## src/rtl/sha384_hash_engine_assert.svh

```systemverilog
`ifndef SHA384_HASH_ENGINE_ASSERT_SVH
`define SHA384_HASH_ENGINE_ASSERT_SVH
// assertion helpers
`ifndef SYNTHESIS
`define SHA_ASSERT(lbl, clk, rst_n, prop) \
  lbl: assert property (@(posedge clk) disable iff (!rst_n) prop) else $error("%m failed");
`define SHA_ASSERT_NORST(lbl, clk, prop) \
  lbl: assert property (@(posedge clk) prop) else $error("%m failed");
`else
`define SHA_ASSERT(lbl, clk, rst_n, prop)
`define SHA_ASSERT_NORST(lbl, clk, prop)
`endif
`endif

```

## src/rtl/sha384_pkg.sv

```systemverilog
package sha384_pkg;

  localparam int unsigned QDepth = 4;

  typedef enum logic [1:0] {
    OP_DATA,
    OP_ZERO,
    OP_LEN
  } op_e;

  typedef struct packed {
    op_e         op;
    logic [63:0] word;
    logic        last;
  } cmd_t;

  localparam logic [63:0] INIT_H [8] = '{
    64'hcbbb9d5dc1059ed8, 64'h629a292a367cd507, 64'h9159015a3070dd17, 64'h152fecd8f70e5939,
    64'h67332667ffc00b31, 64'h8eb44a8768581511, 64'hdb0c2e0d64f98fa7, 64'h47b5481dbefa4fa4
  };

  localparam logic [63:0] ROUND_K [80] = '{
    64'h428a2f98d728ae22, 64'h7137449123ef65cd, 64'hb5c0fbcfec4d3b2f, 64'he9b5dba58189dbbc,
    64'h3956c25bf348b538, 64'h59f111f1b605d019, 64'h923f82a4af194f9b, 64'hab1c5ed5da6d8118,
    64'hd807aa98a3030242, 64'h12835b0145706fbe, 64'h243185be4ee4b28c, 64'h550c7dc3d5ffb4e2,
    64'h72be5d74f27b896f, 64'h80deb1fe3b1696b1, 64'h9bdc06a725c71235, 64'hc19bf174cf692694,
    64'he49b69c19ef14ad2, 64'hefbe4786384f25e3, 64'h0fc19dc68b8cd5b5, 64'h240ca1cc77ac9c65,
    64'h2de92c6f592b0275, 64'h4a7484aa6ea6e483, 64'h5cb0a9dcbd41fbd4, 64'h76f988da831153b5,
    64'h983e5152ee66dfab, 64'ha831c66d2db43210, 64'hb00327c898fb213f, 64'hbf597fc7beef0ee4,
    64'hc6e00bf33da88fc2, 64'hd5a79147930aa725, 64'h06ca6351e003826f, 64'h142929670a0e6e70,
    64'h27b70a8546d22ffc, 64'h2e1b21385c26c926, 64'h4d2c6dfc5ac42aed, 64'h53380d139d95b3df,
    64'h650a73548baf63de, 64'h766a0abb3c77b2a8, 64'h81c2c92e47edaee6, 64'h92722c851482353b,
    64'ha2bfe8a14cf10364, 64'ha81a664bbc423001, 64'hc24b8b70d0f89791, 64'hc76c51a30654be30,
    64'hd192e819d6ef5218, 64'hd69906245565a910, 64'hf40e35855771202a, 64'h106aa07032bbd1b8,
    64'h19a4c116b8d2d0c8, 64'h1e376c085141ab53, 64'h2748774cdf8eeb99, 64'h34b0bcb5e19b48a8,
    64'h391c0cb3c5c95a63, 64'h4ed8aa4ae3418acb, 64'h5b9cca4f7763e373, 64'h682e6ff3d6b2b8a3,
    64'h748f82ee5defb2fc, 64'h78a5636f43172f60, 64'h84c87814a1f0ab72, 64'h8cc702081a6439ec,
    64'h90befffa23631e28, 64'ha4506cebde82bde9, 64'hbef9a3f7b2c67915, 64'hc67178f2e372532b,
    64'hca273eceea26619c, 64'hd186b8c721c0c207, 64'heada7dd6cde0eb1e, 64'hf57d4f7fee6ed178,
    64'h06f067aa72176fba, 64'h0a637dc5a2c898a6, 64'h113f9804bef90dae, 64'h1b710b35131c471b,
    64'h28db77f523047d84, 64'h32caab7b40c72493, 64'h3c9ebe0a15c9bebc, 64'h431d67c49c100d4c,
    64'h4cc5d4becb3e42b6, 64'h597f299cfc657e2a, 64'h5fcb6fab3ad6faec, 64'h6c44198c4a475817
  };

  function automatic logic [63:0] rotr(input logic [63:0] x, input int unsigned n);
    rotr = (x >> n) | (x << (64 - n));
  endfunction

endpackage

```

## src/rtl/sha384_queue.sv

```systemverilog
module sha384_queue (
  input  logic             clk_i,
  input  logic             rst_ni,
  input  logic             in_valid_i,
  output logic             in_ready_o,
  input  sha384_pkg::cmd_t in_cmd_i,
  output logic             out_valid_o,
  input  logic             out_ready_i,
  output sha384_pkg::cmd_t out_cmd_o
);
  import sha384_pkg::*;

  localparam int unsigned AW = $clog2(QDepth);

  cmd_t        mem_q [QDepth];
  logic [AW:0] wr_q, rd_q;

  assign in_ready_o = (wr_q - rd_q) != (AW+1)'(QDepth);
  assign out_valid_o = wr_q != rd_q;
  assign out_cmd_o = mem_q[rd_q[AW-1:0]];

  always_ff @(posedge clk_i) begin
    if (in_valid_i && in_ready_o) mem_q[wr_q[AW-1:0]] <= in_cmd_i;
  end

  always_ff @(posedge clk_i or negedge rst_ni) begin
    if (!rst_ni) begin
      wr_q <= '0;
      rd_q <= '0;
    end else begin
      if (in_valid_i && in_ready_o) wr_q <= wr_q + 1'b1;
      if (out_valid_o && out_ready_i) rd_q <= rd_q + 1'b1;
    end
  end
endmodule

```

## config.mk

```make
export PLATFORM = sky130hd
export DESIGN_NAME = sha384_queue
export DESIGN_NICKNAME = d
export VERILOG_FILES = /design/src/rtl/sha384_hash_engine_assert.svh /design/src/rtl/sha384_pkg.sv /design/src/rtl/sha384_queue.sv
export SDC_FILE = /design/constraint.sdc
export NUM_CORES = 1
export LEC_CHECK = 0
export BUFFER_PORTS_ARGS = -buffer_cell sky130_fd_sc_hd__buf_2
export CORE_MARGIN = 2
export CORE_UTILIZATION = 52
export CTS_CLUSTER_SIZE = 28
export DETAILED_ROUTE_END_ITERATION = 10
export GPL_TIMING_DRIVEN = 0
export HOLD_SLACK_MARGIN = 0.03
export PLACE_DENSITY = 0.73
export SLEW_MARGIN = 20
export SYNTH_ARGS = -nofsm -noshare
export SYNTH_HDL_FRONTEND = slang
export SYNTH_SLANG_ARGS = --single-unit
```

## constraint.sdc

```tcl
create_clock -name clk_i -period 6.5 [get_ports clk_i]
set_clock_uncertainty 0.05 [all_clocks]
set_input_delay 0.325 -clock clk_i [delete_from_list [all_inputs] [get_ports clk_i]]
set_output_delay 0.325 -clock clk_i [all_outputs]
set_load 0.01 [all_outputs]
```

==> results.toml <==
[global_routing]
track_usage = 0.1851
grt_pass1_wl_mm = 28.63
grt_start_max_net_pins = 43
grt-ovfl-total = 0
antenna_found_initial = 0
grt_pass1_vias = 5340

[setup_path]
crit_path_start_kind = "register"
r2r_slack_ns = 2.88
reg2reg_depth = 11
end_kind = "register"
cp.arrival_ns = 3.80
cp_max_fo = 19
cp.required_ns = 6.67
reg2reg_to = "mem_q[3][31]"
rr_startpoint = "rd_q[1]"
worstSetupPathType = "register to register"

[clock_network]
path_clk_slew_ns = 0.06
clockBufferDepth = 3
tritoncts = "built"
worstSkewPairLatency_ns = 0.52
cts_buffers = 27
cts.sinks = 274
ctsHoldBuffers = 68
htree_levels = 1
cts_resized = 0
clk_root_buffer_cell = "clkbuf_16"
post-cts-setup-buffers = 0

[placement]
port_buffers = 139
gp_congestion = 0.7382
dp.cells = 793
dp_hpwl_mm = 10.95

[hold_path]
hold_path.class = "input pin to register"
min_delay_path_depth = 3
hp-start = "out_ready_i"
hold_path_end = "rd_q[0]"

[final_layout]
final_nets = 708
num-fill-cells = 1184
area_growth_pct = 26.87
drive_above_1_share = 0.4086
diodes = 0
instances_no_fill = 911

[logic_synthesis]
yosys_register_bits = 274
synth_warnings = 0
syn_area_um2 = 10070
synth_cell_types = 20
ys_seq_area_frac = 0.8140
synth_fp_nets = 465
synth_cells = 387
synth_area_per_cell_um2 = 26.02

[timing]
hold_viol = 0
timing.hold.ws_ns = 0.06267
fmax_mhz = 275.9
period_minus_slack_ns = 3.625
rsz0062_at_grt = "false"
drv_slew = 0
fin_crit_sh = 0.5576
relSlewSlack = 0.5345
worst_pin_slew_ns = 0.6983
tns_ns = 0
setup_violations = 0

[power_and_ir_drop]
peakVddDrop_mv = 0.3004
combPwrFrac = 0.323
power_switching_mw = 1.698
switching_share = 0.2920
power.share.clock = 0.247
p_leak_nw = 4.442
p_int_mw = 4.116
power_density_nw_per_um2 = 455.0
p_seq_frac = 0.430

[routing]
viasPerCell = 5.259
drt_pre_antenna_iters = 4
drc = 0
avgRoutedWirePerCell_um = 20.21
wl_mm = 18.41
num_vias = 4791
postRouteAntennaNets = 0
first_iter_violations = 228

[floorplan]
boundaryPins = 140
dieWidth_um = 143.2
start_util = 0.5348
dieArea_um2 = 20500
placementRows = 50
die_h_um = 143.2
fp.coreArea_um2 = 18830

[outcome]
status = "completed"

[job]
drv_cap = 0
-- kinds of logic after synthesis --
| group | count (synthesis) | share of synthesized area |
|---|---|---|
| buffers and inverters | 20 | 0.01006 |
| DFF | 274 | 0.8140 |
| muxes | 69 | 0.1524 |
| xor gates and xnor gates | 6 | 0.006709 |
| adders and majority gates | 7 | 0.008696 |
| AOI/OAI and AO/OA | 2 | 0.003354 |
| and+or+nand+nor | 9 | 0.004722 |
-- registers in the layout, summed over array words and instances (netlist names) --
register	flops
wr_q	3
rd_q	3
mem_q	268
-- per-layer routing --
metal  GRT usage  up-vias  part of all wire
met4     0.05367        0             0.019
met1      0.2357     2480              0.41
met5           0        -                 0
met3     0.03823       32             0.056
met2      0.3246      125              0.52
li1            -     2154                 -
-- critical path, stage by stage (launching register included) --
cell	delay (ns)
dfrtp_1	0.36
clkbuf_1	0.36
buf_2	0.37
buf_2	0.32
inv_1	0.08
ha_1	0.20
nor2b_1	0.19
xnor2_2	0.15
a31oi_4	0.63
buf_8	0.25
buf_8	0.17
buf_16	0.17
-- synthesized netlist by cell type --
cell / instances / area [um2]
clkbuf_1: 7 / 26.28
and2_1: 3 / 18.77
xor2_1: 1 / 8.760
mux4_2: 67 / 1509
buf_2: 6 / 30.03
nand2_1: 2 / 7.510
xnor2_1: 3 / 26.28
mux2_2: 1 / 11.26
nor2b_1: 1 / 6.260
xnor2_2: 2 / 32.53
nand3_1: 3 / 15.01
a31oi_2: 1 / 12.51
dfrtp_1: 6 / 150.1
inv_1: 4 / 15.01
buf_6: 2 / 22.52
ha_1: 7 / 87.58
mux2_4: 1 / 15.01
buf_4: 1 / 7.510
a31oi_4: 1 / 21.27
edfxtp_1: 268 / 8048
-- stage by stage --
| stage | setup WS [ns] | cell area [um2] | total power, mW | util |
|---|---|---|---|---|
| after global routing | 2.577 | 12780 | 6.110 | 0.6785 |
| after detailed placement | 2.758 | 11280 | 4.423 | 0.5988 |
| after floorplan | 2.395 | 10070 | 3.712 | - |
| final | 2.875 | 12780 | 5.813 | 0.6785 |
| after global placement | 0.2606 | 11090 | 4.329 | 0.5890 |
| after CTS | 2.731 | 12780 | 5.895 | 0.6785 |
-- area by class of cell --
type                            count  area, um2  share of cell area
Tap cell                          260      325.3             0.02546
Timing Repair Buffer              214       1544              0.1208
Sequential cell                   274       8198              0.6416
Multi-Input combinational cell     93       1788              0.1399
Clock buffer                       41      748.2             0.05856
Inverter                            4      15.01            0.001175
Clock inverter                      9      72.57            0.005680
Buffer                             16      86.33            0.006757
-- power groups by stage --
stage                     logic [mW]  registers (mW)  clock network (mW)
after CTS                       1.92            2.50                1.47
after global placement          1.76            2.57                   0
after global routing            2.03            2.53                1.54
after floorplan                 1.18            2.53                   0
after detailed placement        1.88            2.54                   0
final                           1.88            2.50                1.44
-- worst max path at each step --
stage            start            to  depth (start not counted)
3_3_place_gp   rd_q[1]  mem_q[3][28]                          8
4_1_cts        rd_q[1]  mem_q[3][31]                         11
2_1_floorplan  rd_q[1]   mem_q[3][0]                          8
5_1_grt        rd_q[1]  mem_q[3][31]                         11
3_5_place_dp   rd_q[1]  mem_q[3][32]                         11
6_report       rd_q[1]  mem_q[3][31]                         11
-- placed cells by master, fill, tap and decap left out --
cell type,netlist,layout
clkbuf_16,0,27
clkinv_2,0,3
dlygate4sd3_1,0,68
xor2_1,1,1
buf_2,6,145
xnor2_2,2,2
dfrtp_1,6,6
clkbuf_1,7,19
mux2_4,1,1
nand2_1,2,2
nand3_1,3,3
a31oi_4,1,2
bufinv_16,0,1
xnor2_1,3,3
edfxtp_1,268,268
inv_6,0,1
and2_4,0,3
mux4_2,67,67
inv_1,4,4
buf_16,0,5
buf_8,0,2
mux2_2,1,1
buf_6,2,2
ha_1,7,7
clkinv_1,0,3
nor2b_1,1,1
buf_4,1,1
clkinvlp_4,0,1
clkbuf_8,0,2
Note: power is estimated with default switching activity, not from simulation.
