## src/rtl/sha384_hash_engine_assert.svh

```systemverilog
`ifndef SHA384_HASH_ENGINE_ASSERT_SVH
`define SHA384_HASH_ENGINE_ASSERT_SVH
// assertion helpers
`ifndef SYNTHESIS
`define SHA_ASSERT(lbl, clk, rst_n, prop) \
  lbl: assert property (@(posedge clk) disable iff (!rst_n) prop) else $error("%m failed");
`define SHA_ASSERT_NORST(lbl, clk, prop) \
  lbl: assert property (@(posedge clk) prop) else $error("%m failed");
`else
`define SHA_ASSERT(lbl, clk, rst_n, prop)
`define SHA_ASSERT_NORST(lbl, clk, prop)
`endif
`endif

```

## src/rtl/sha384_pkg.sv

```systemverilog
package sha384_pkg;

  localparam int unsigned QDepth = 4;

  typedef enum logic [1:0] {
    OP_DATA,
    OP_ZERO,
    OP_LEN
  } op_e;

  typedef struct packed {
    op_e         op;
    logic [63:0] word;
    logic        last;
  } cmd_t;

  localparam logic [63:0] INIT_H [8] = '{
    64'hcbbb9d5dc1059ed8, 64'h629a292a367cd507, 64'h9159015a3070dd17, 64'h152fecd8f70e5939,
    64'h67332667ffc00b31, 64'h8eb44a8768581511, 64'hdb0c2e0d64f98fa7, 64'h47b5481dbefa4fa4
  };

  localparam logic [63:0] ROUND_K [80] = '{
    64'h428a2f98d728ae22, 64'h7137449123ef65cd, 64'hb5c0fbcfec4d3b2f, 64'he9b5dba58189dbbc,
    64'h3956c25bf348b538, 64'h59f111f1b605d019, 64'h923f82a4af194f9b, 64'hab1c5ed5da6d8118,
    64'hd807aa98a3030242, 64'h12835b0145706fbe, 64'h243185be4ee4b28c, 64'h550c7dc3d5ffb4e2,
    64'h72be5d74f27b896f, 64'h80deb1fe3b1696b1, 64'h9bdc06a725c71235, 64'hc19bf174cf692694,
    64'he49b69c19ef14ad2, 64'hefbe4786384f25e3, 64'h0fc19dc68b8cd5b5, 64'h240ca1cc77ac9c65,
    64'h2de92c6f592b0275, 64'h4a7484aa6ea6e483, 64'h5cb0a9dcbd41fbd4, 64'h76f988da831153b5,
    64'h983e5152ee66dfab, 64'ha831c66d2db43210, 64'hb00327c898fb213f, 64'hbf597fc7beef0ee4,
    64'hc6e00bf33da88fc2, 64'hd5a79147930aa725, 64'h06ca6351e003826f, 64'h142929670a0e6e70,
    64'h27b70a8546d22ffc, 64'h2e1b21385c26c926, 64'h4d2c6dfc5ac42aed, 64'h53380d139d95b3df,
    64'h650a73548baf63de, 64'h766a0abb3c77b2a8, 64'h81c2c92e47edaee6, 64'h92722c851482353b,
    64'ha2bfe8a14cf10364, 64'ha81a664bbc423001, 64'hc24b8b70d0f89791, 64'hc76c51a30654be30,
    64'hd192e819d6ef5218, 64'hd69906245565a910, 64'hf40e35855771202a, 64'h106aa07032bbd1b8,
    64'h19a4c116b8d2d0c8, 64'h1e376c085141ab53, 64'h2748774cdf8eeb99, 64'h34b0bcb5e19b48a8,
    64'h391c0cb3c5c95a63, 64'h4ed8aa4ae3418acb, 64'h5b9cca4f7763e373, 64'h682e6ff3d6b2b8a3,
    64'h748f82ee5defb2fc, 64'h78a5636f43172f60, 64'h84c87814a1f0ab72, 64'h8cc702081a6439ec,
    64'h90befffa23631e28, 64'ha4506cebde82bde9, 64'hbef9a3f7b2c67915, 64'hc67178f2e372532b,
    64'hca273eceea26619c, 64'hd186b8c721c0c207, 64'heada7dd6cde0eb1e, 64'hf57d4f7fee6ed178,
    64'h06f067aa72176fba, 64'h0a637dc5a2c898a6, 64'h113f9804bef90dae, 64'h1b710b35131c471b,
    64'h28db77f523047d84, 64'h32caab7b40c72493, 64'h3c9ebe0a15c9bebc, 64'h431d67c49c100d4c,
    64'h4cc5d4becb3e42b6, 64'h597f299cfc657e2a, 64'h5fcb6fab3ad6faec, 64'h6c44198c4a475817
  };

  function automatic logic [63:0] rotr(input logic [63:0] x, input int unsigned n);
    rotr = (x >> n) | (x << (64 - n));
  endfunction

endpackage

```

## src/rtl/sha384_front.sv

```systemverilog
module sha384_front (
  input  logic                clk_i,
  input  logic                rst_ni,
  input  logic                s_tvalid_i,
  output logic                s_tready_o,
  input  logic [63:0]         s_word_i,
  input  logic [3:0]          s_nbytes_i,
  input  logic                s_last_i,
  output logic                c_valid_o,
  input  logic                c_ready_i,
  output sha384_pkg::cmd_t    c_cmd_o
);
  import sha384_pkg::*;

  // padding sequencer: turns message words into block commands
  typedef enum logic [1:0] {
    ST_IDLE,
    ST_PAD,
    ST_ZERO,
    ST_LEN
  } state_e;

  state_e      state_q;
  logic [3:0]  fill_q;
  logic [63:0] count_q;
  logic [63:0] count_inc;
  logic [3:0]  nb;
  logic [63:0] keep;
  logic [63:0] merged;

  assign nb = (s_nbytes_i > 4'd8) ? 4'd8 : s_nbytes_i;
  assign keep = (nb == 4'd0) ? 64'd0 : ~(64'hffffffffffffffff >> {nb, 3'b000});
  assign merged = (s_word_i & keep) | (64'h8000000000000000 >> {nb, 3'b000});
  assign count_inc = s_last_i ? 64'({nb, 3'b000}) : 64'd64;

  assign s_tready_o = (state_q == ST_IDLE) && c_ready_i;

  always_comb begin
    c_valid_o = 1'b0;
    c_cmd_o = '{op: OP_DATA, word: s_word_i, last: 1'b0};
    unique case (state_q)
      ST_IDLE: begin
        c_valid_o = s_tvalid_i;
        if (s_last_i && nb != 4'd8) c_cmd_o.word = merged;
      end
      ST_PAD: begin
        c_valid_o = 1'b1;
        c_cmd_o.word = 64'h8000000000000000;
      end
      ST_ZERO: begin
        c_valid_o = 1'b1;
        c_cmd_o.op = OP_ZERO;
        c_cmd_o.word = '0;
      end
      ST_LEN: begin
        c_valid_o = 1'b1;
        c_cmd_o.op = OP_LEN;
        c_cmd_o.word = count_q;
        c_cmd_o.last = 1'b1;
      end
      default: ;
    endcase
  end

  always_ff @(posedge clk_i or negedge rst_ni) begin
    if (!rst_ni) begin
      state_q <= ST_IDLE;
      fill_q <= '0;
      count_q <= '0;
    end else if (c_valid_o && c_ready_i) begin
      fill_q <= fill_q + 4'd1;
      unique case (state_q)
        ST_IDLE: begin
          count_q <= count_q + count_inc;
          if (s_last_i) begin
            if (nb == 4'd8) state_q <= ST_PAD;
            else state_q <= ST_ZERO;
          end
        end
        ST_PAD: state_q <= ST_ZERO;
        ST_ZERO: if (fill_q == 4'd14) state_q <= ST_LEN;
        ST_LEN: begin
          state_q <= ST_IDLE;
          count_q <= '0;
        end
        default: ;
      endcase
    end
  end
endmodule

```

## config.mk

```make
export PLATFORM = sky130hd
export DESIGN_NAME = sha384_front
export DESIGN_NICKNAME = d
export VERILOG_FILES = /design/src/rtl/sha384_hash_engine_assert.svh /design/src/rtl/sha384_pkg.sv /design/src/rtl/sha384_front.sv
export SDC_FILE = /design/constraint.sdc
export NUM_CORES = 1
export LEC_CHECK = 0
export BUFFER_PORTS_ARGS = -buffer_cell sky130_fd_sc_hd__buf_4
export CAP_MARGIN = 10
export CORE_MARGIN = 4
export CORE_UTILIZATION = 40
export CTS_CLUSTER_DIAMETER = 40
export DETAILED_ROUTE_END_ITERATION = 7
export GPL_TIMING_DRIVEN = 0
export PLACE_DENSITY = 0.67
export REMOVE_ABC_BUFFERS = 1
export SLEW_MARGIN = 20
export SYNTH_ARGS = -nofsm -noshare
export SYNTH_HDL_FRONTEND = slang
export SYNTH_SLANG_ARGS = --single-unit
export TNS_END_PERCENT = 5
```

## constraint.sdc

```tcl
create_clock -name clk_i -period 3.4 [get_ports clk_i]
set_input_delay 1.02 -clock clk_i [delete_from_list [all_inputs] [get_ports clk_i]]
set_output_delay 1.02 -clock clk_i [all_outputs]
set_load 0.01 [all_outputs]
```

==> run summary, run 1 <==
Status: finished with violations
Failing checks: setup timing
DRC Markers: 0
Least-Margin Pin Slew: 0.881 ns
Final Cycle Share: 1.02
Largest stage delay, worst path: 0.34 ns
Setup TNS: -0.253 ns
Power Dens Cells: 581 mW/mm^2
Slowest cell on the critical path: a221o_1
Max Cap Viol: 0
Detailed placer's ending HPWL: 10.8 mm
Yosys reg bits: 67
Slew headroom: 0.413
Max Freq: 0.288 GHz
Full die area: 0.0136 sq mm
Number of buffer and inverter instances along the worst setup path: 3
Top cells by area, synth: dfrtp_1 36%, a22o_1 9.9%, nand2_1 3.8%
Die width: 117 um
WP data required: 2.38 ns
CP arrival: 2.45 ns
Post-synth EDFFs: 0
CP startpoint kind: input port
Period minus WS final: 3.47 ns
Post-place setup slack: -0.850 ns
Cells along the critical path: buf_4 > nor2_4 > inv_2 > o21ai_2 > nor2_2 > a221o_1 > buf_4
I/O Buffers: 141
Asr flop ratio synth: 1.00
Antenna fix cells: 0
Setup CP Type: input port to output port
Vias in the first global route: 4537
Clock Latency Late Sink: 0.33 ns
Hold_buf cts: 0
Max VDD drop: 0.000320 V
Die height: 117 um
Ys Warns: 0
Largest net degree at the start of global routing: 68
CTS max path bufs: 2
Drt pass-1 iters: 8
Final Skew: 0.00904 ns
Final total power: 3640 uW
Layout Nets: 759
First-pass GRT wire length: 23.1 mm
DR vias: 4950
Unrepaired setup endpoints after global routing: true
Clock root buffer master: clkbuf_16
Top delay family on crit path: compound AO/OA/AOI/OAI gates
Final Slew Violations: 0
Core area: 0.0115 sq mm
Fraction of layout instances using a drive strength above 1: 0.280
Initial antenna violation count: 0
Top post-synthesis cells by count: 67 x dfrtp_1, 53 x a22o_1, 48 x nand2_1, 37 x nor2_1
Number of routed nets with antenna violations: 0
CTS Sinks: 67
Vias/cell: 6.02
Crit end category: output port
Post-DR wirelength/cell: 18.1 um
Seq/Total Area, Yosys: 0.356
Fin cells: 822
GRT Total Usage: 0.214
Final worst setup slack: -0.0749 ns
Yosys cell types: 53
I/O pin total: 142
CP most frequent cell: buf_4
Placer congestion estimate: 0.898
Clock-pin slew on the worst setup and hold paths: 0.06 ns
Initial Util: 0.411
Cell Rows: 39
Mapped Cells: 551
Post-Syn Area per Cell: 8.55 sq um
Synth area leader: dfrtp_1
CP Max Fanout: 12
Dpl cells: 803
Worst min-delay path class: flip-flop to flip-flop
Final hold vios: 0
CTS Buf Count: 9
Mapped cell area: 0.00471 sq mm
Layout area overhead: 33.3%
Number of H-tree levels: 3
Leakage: 0.00281 uW
Setup violators final: 8
Worst hold slack: 0.468 ns
Fill count: 1042
Yosys top cell area share: 0.356
Total wire length: 14.9 mm
Most frequent cell after synthesis: dfrtp_1
GRT overflow: 0
CTS tree: done
Synth Flop Type: dfrtp_1
Detailed Route Iter0 Violations: 371
-- kinds of logic after synthesis --
group | Yosys count | share of synthesized area
compound gates | 139 | 0.212
xor+xnor | 23 | 0.0428
flops | 67 | 0.356
mux | 11 | 0.0234
buf+inv | 50 | 0.0444
simple gates | 250 | 0.291
fa+ha+maj | 11 | 0.0308
-- final timing paths --
kind / startpoint / to / slack, ns / depth (start not counted)
hold / removal: fill_q[3]$_DFFE_PN0P_ / fill_q[3]$_DFFE_PN0P_ / 0.47 / 1
setup / recovery: s_nbytes_i[3] / c_cmd_o[24] / -0.07 / 7
hold reg to reg: fill_q[3]$_DFFE_PN0P_ / fill_q[3]$_DFFE_PN0P_ / 0.47 / 1
max in group asynchronous: rst_ni / count_q[23]$_DFFE_PN0P_ / 2.02 / 1
min in group asynchronous: rst_ni / count_q[54]$_DFFE_PN0P_ / 0.82 / 1
setup reg to reg: state_q[0]$_DFFE_PN0P_ / count_q[57]$_DFFE_PN0P_ / 0.33 / 8
-- layer usage --
layer  up-vias  global-route usage  part of all wire
li1       2344                   -                 -
met1      2377               0.302              0.44
met2       205               0.346              0.47
met3        24              0.0290             0.082
met4         0              0.0603             0.017
met5         -                   0                 0
-- stage by stage --
step | instance area, sq um | utilization
floorplan | 4560 | -
detailed placement | 5880 | 0.512
CTS | 6230 | 0.543
global placement | 5790 | 0.505
finish | 6280 | 0.547
global route | 6280 | 0.547
-- power breakdown --
| group | total (uW) | internal [uW] | switching (uW) | leakage [uW] |
|---|---|---|---|---|
| Combinational | 1770 | 775 | 992 | 0.00176 |
| Sequential | 994 | 882 | 112 | 0.000909 |
| Clock | 883 | 547 | 336 | 0.000141 |
-- layout by cell type (no fill, tap or decap), drive strengths merged, types with 20 or more instances in the layout --
cell type    n
a22o        53
or4         22
o31ai       20
dfrtp       67
nor2        38
nand2       48
nand3       32
nor3        20
xnor2       20
buf        147
a21oi       32
-- layout make-up --
| cell class | instances | area, sq um | area share |
|---|---|---|---|
| clock buffers | 13 | 270 | 0.0431 |
| clock inverters | 2 | 10.0 | 0.00159 |
| inverters | 15 | 56.3 | 0.00897 |
| multi-input cells | 435 | 2940 | 0.469 |
| flip-flops and latches | 67 | 1680 | 0.267 |
| well taps | 143 | 179 | 0.0285 |
| repair buffers | 147 | 1140 | 0.182 |
-- what timing repair did --
action,CTS,global route
resized for setup,17,5
endpoints found under the setup margin,88,57
pin swaps,3,2
gates cloned,1,0
setup buffers,1,2
-- worst register-to-register path, stage by stage, from the launching register on --
cell and delay (ns):
dfrtp_1 0.41, inv_1 0.09, ha_2 0.35, nor2b_1 0.23, inv_1 0.18, nand3_2 0.34
or4_4 0.71, or4_1 0.52, a21oi_1 0.15
-- state kept, by name, indices dropped and copies added, names as in the netlist --
register,flops
fill_q,4
state_q,2
count_q,61
No activity file was read; power rests on OpenSTA's default activity.
==> run 2, diff against run 1 <==
--- a/config.mk
+++ b/config.mk
@@ -5,6 +5,7 @@
 export SDC_FILE = /design/constraint.sdc
 export NUM_CORES = 1
 export LEC_CHECK = 0
+export ABC_AREA = 1
 export BUFFER_PORTS_ARGS = -buffer_cell sky130_fd_sc_hd__buf_4
 export CAP_MARGIN = 10
 export CORE_MARGIN = 4
@@ -12,7 +13,7 @@
 export CTS_CLUSTER_DIAMETER = 40
 export DETAILED_ROUTE_END_ITERATION = 7
 export GPL_TIMING_DRIVEN = 0
-export PLACE_DENSITY = 0.67
+export PLACE_DENSITY = 0.66
 export REMOVE_ABC_BUFFERS = 1
 export SLEW_MARGIN = 20
 export SYNTH_ARGS = -nofsm -noshare
==> run summary, run 2 <==
Worst min-delay path class: flip-flop to flip-flop (unchanged)
Post-synth EDFFs: 0 (unchanged)
Yosys top cell area share: 0.304 (was 0.356)
CTS Sinks: 67 (unchanged)
Post-place setup slack: -0.667 ns (was -0.850 ns)
Mapped Cells: 891 (was 551)
DRC Markers: 0 (unchanged)
Layout area overhead: 31.6% (was 33.3%)
Biggest register: count_q (unchanged)
Synth Flop Type: dfrtp_1 (unchanged)
Final Skew: 0.00544 ns (was 0.00904 ns)
Die width: 125 um (was 117 um)
Asr flop ratio synth: 1.00 (unchanged)
Mapped cell area: 0.00551 sq mm (was 0.00471 sq mm)
Period minus WS final: 3.38 ns (was 3.47 ns)
Leakage: 0.00346 uW (was 0.00281 uW)
I/O pin total: 142 (unchanged)
NetSw: 2050 uW (was 1440 uW)
Yosys cell types: 41 (was 53)
CTS tree: done (unchanged)
Hold depth: 1 (unchanged)
Status: complete, no violations (was finished with violations)
R2r endpoint: count_q[26]$_DFFE_PN0P_ (was count_q[57]$_DFFE_PN0P_)
Largest net degree at the start of global routing: 68 (unchanged)
Slew headroom: 0.394 (was 0.413)
Drt pass-1 iters: 8 (unchanged)
Detailed placer's ending HPWL: 13.9 mm (was 10.8 mm)
Adder-cell area share of the yosys netlist: 0.0263 (was 0.0308)
Vias in the first global route: 5770 (was 4537)
Core area: 0.0133 sq mm (was 0.0115 sq mm)
Fraction of layout instances using a drive strength above 1: 0.217 (was 0.280)
CTS max path bufs: 2 (unchanged)
Clk pwr share: 0.207 (was 0.242)
Final worst setup slack: 0.0156 ns (was -0.0749 ns)
Seq/Total Area, Yosys: 0.304 (was 0.356)
Layout Nets: 1127 (was 759)
Worst-case reg-to-reg path depth: 9 (was 8)
Post-DR wirelength/cell: 15.4 um (was 18.1 um)
Final Slew Violations: 0 (unchanged)
Die height: 125 um (was 117 um)
Top cells by area, synth: dfrtp_1 30%, nand2_1 15%, nor2_1 10% (was dfrtp_1 36%, a22o_1 9.9%, nand2_1 3.8%)
Hold EP: fill_q[3]$_DFFE_PN0P_ (unchanged)
Hold_sp: fill_q[3]$_DFFE_PN0P_ (unchanged)
Synth area leader: dfrtp_1 (unchanged)
DR vias: 6290 (was 4950)
Top post-synthesis cells by count: 225 x nand2_1, 150 x nor2_1, 137 x inv_1, 70 x o21ai_0, 67 x dfrtp_1 (was 67 x dfrtp_1, 53 x a22o_1, 48 x nand2_1, 37 x nor2_1)
I/O Buffers: 141 (unchanged)
Crit end category: output port (unchanged)
Commonest non-fill, non-tap cell in the layout: nand2_1 (was buf_4)
Switching Share: 0.446 (was 0.395)
Detailed Route Iter0 Violations: 500 (was 371)
Max Cap Viol: 0 (unchanged)
Ys Warns: 0 (unchanged)
Clock Latency Late Sink: 0.34 ns (was 0.33 ns)
Pint: 2540 uW (was 2200 uW)
Reg2Reg Setup Slack: 0.92 ns (was 0.33 ns)
Initial Util: 0.413 (was 0.411)
Number of routed nets with antenna violations: 0 (unchanged)
Gate power share: 0.503 (was 0.485)
CTS Buf Count: 9 (unchanged)
Least-Margin Pin Slew: 0.908 ns (was 0.881 ns)
Largest family of logic cells by synthesized area: simple AND/OR/NAND/NOR gates (unchanged)
WP data required: 2.38 ns (about the same)
Full die area: 0.0157 sq mm (was 0.0136 sq mm)
Final Cycle Share: 0.995 (was 1.02)
Complex-gate fraction of the synthesized area: 0.144 (was 0.212)
Sequential share of power: 0.290 (was 0.273)
CP startpoint kind: input port (unchanged)
Worst r2r src: state_q[0]$_DFFE_PN0P_ (unchanged)
GRT overflow: 0 (unchanged)
Yosys reg bits: 67 (unchanged)
Post-Syn Area per Cell: 6.18 sq um (was 8.55 sq um)
Number of H-tree levels: 3 (unchanged)
Clock root buffer master: clkbuf_16 (unchanged)
Initial antenna violation count: 0 (unchanged)
Final hold vios: 0 (unchanged)
Multiplexer share of the synthesized area: 0 (was 0.0234)
Setup CP Type: input port to output port (unchanged)
Clock-pin slew on the worst setup and hold paths: 0.06 ns (about the same)
Cell Rows: 42 (was 39)
Vias/cell: 5.14 (was 6.02)
Max VDD drop: 0.000414 V (was 0.000320 V)
Post-synthesis simple-gate area fraction: 0.399 (was 0.291)
Placer congestion estimate: 0.916 (was 0.898)
GRT Total Usage: 0.234 (was 0.214)
Antenna fix cells: 0 (unchanged)
CP arrival: 2.36 ns (was 2.45 ns)
Total wire length: 18.8 mm (was 14.9 mm)
Most frequent cell after synthesis: nand2_1 (was dfrtp_1)
Most frequent cells in the layout: 224 x nand2_1, 154 x buf_4, 149 x nor2_1, 134 x inv_1, 67 x dfrtp_1 (was 143 x buf_4, 67 x dfrtp_1, 53 x a22o_1, 48 x nand2_1)
Max reg flops: 61 (unchanged)
Finished Core Util: 0.543 (was 0.547)
Post-synthesis xor/xnor area fraction: 0.00636 (was 0.0428)
Max Freq: 0.295 GHz (was 0.288 GHz)
Top Registers: count_q: 61 flops, fill_q: 4 flops, state_q: 2 flops (unchanged)
First-pass GRT wire length: 29.7 mm (was 23.1 mm)
Unrepaired setup endpoints after global routing: true (unchanged)
Power Dens Cells: 633 mW/mm^2 (was 581 mW/mm^2)
Setup violators final: 0 (was 8)
CP Max Fanout: 5 (was 12)
Hold_buf cts: 0 (unchanged)
-- run 2: per-layer routing --
metal	global-route usage	vias up	share of wire
li1	-	3157	-
met1	0.341	2845	0.46
met2	0.360	260	0.43
met3	0.0384	28	0.083
met4	0.0682	0	0.018
met5	0	-	0
-- run 2: stage by stage --
stage	std cells	cell area (sq um)	hold WS, ns	TNS [ns]	power, uW
6_report	1224	7250	0.474	0	4590
5_1_grt	1224	7250	0.493	-0.0341	4910
4_1_cts	1210	7090	0.473	-0.119	4520
3_5_place_dp	1190	6710	0.460	-27.87	3490
3_3_place_gp	1189	6680	0.457	-76.56	3420
2_1_floorplan	872	5400	0.442	0	2490
-- run 2: cell type report --
type | instances | area, sq um
well taps | 176 | 220
clock inverters | 5 | 52.6
inverters | 145 | 578
multi-input cells | 660 | 3250
flip-flops and latches | 67 | 1680
repair buffers | 158 | 1220
repair inverters | 2 | 12.5
fillers | 1365 | 6100
clock buffers | 11 | 243
-- run 2: worst max-delay path: stages --
cell	delay [ns]
buf_4	0.12
clkinvlp_4	0.15
nand2_8	0.11
inv_4	0.04
nor2_4	0.11
o211ai_1	0.10
buf_4	0.16
buf_4	0.14
inv_4	0.07
nand2_1	0.07
o221ai_1	0.10
buf_4	0.17
-- run 2: what timing repair did --
action / in CTS / in global routing
gates resized for setup: 14 / 21
buffers inserted: 3 / 13
gates cloned: 1 / 1
endpoints found under the setup margin: 61 / 42
pin swaps: 3 / 9
-- run 2: cells by family after synthesis --
| logic type | Yosys count |
|---|---|
| buffers and inverters | 164 |
| XOR/XNOR | 4 |
| AND/OR/NAND/NOR | 502 |
| adder cells (fa/ha/maj) | 11 |
| flip-flops | 67 |
| AO/OA/AOI/OAI | 143 |
-- run 2: worst max path at each step --
| stage | startpoint | to | slack [ns] | depth (start not counted) |
|---|---|---|---|---|
| after floorplan | state_q[0]$_DFFE_PN0P_ | c_cmd_o[48] | 0.01 | 5 |
| after global placement | state_q[0]$_DFFE_PN0P_ | c_cmd_o[16] | -1.64 | 6 |
| after detailed placement | state_q[0]$_DFFE_PN0P_ | c_cmd_o[31] | -0.67 | 7 |
| after CTS | s_nbytes_i[3] | c_cmd_o[16] | -0.03 | 12 |
| after global routing | s_nbytes_i[3] | c_cmd_o[16] | -0.03 | 14 |
| final | s_nbytes_i[2] | c_cmd_o[16] | 0.02 | 12 |
-- run 2: power by group through the flow --
stage / Sequential [uW] / Clock (uW) / Combinational (uW)
after global routing: 1370 / 979 / 2570
final: 1330 / 950 / 2310
after global placement: 1330 / 0 / 2090
after detailed placement: 1340 / 0 / 2150
after floorplan: 1250 / 0 / 1240
after CTS: 1330 / 954 / 2240
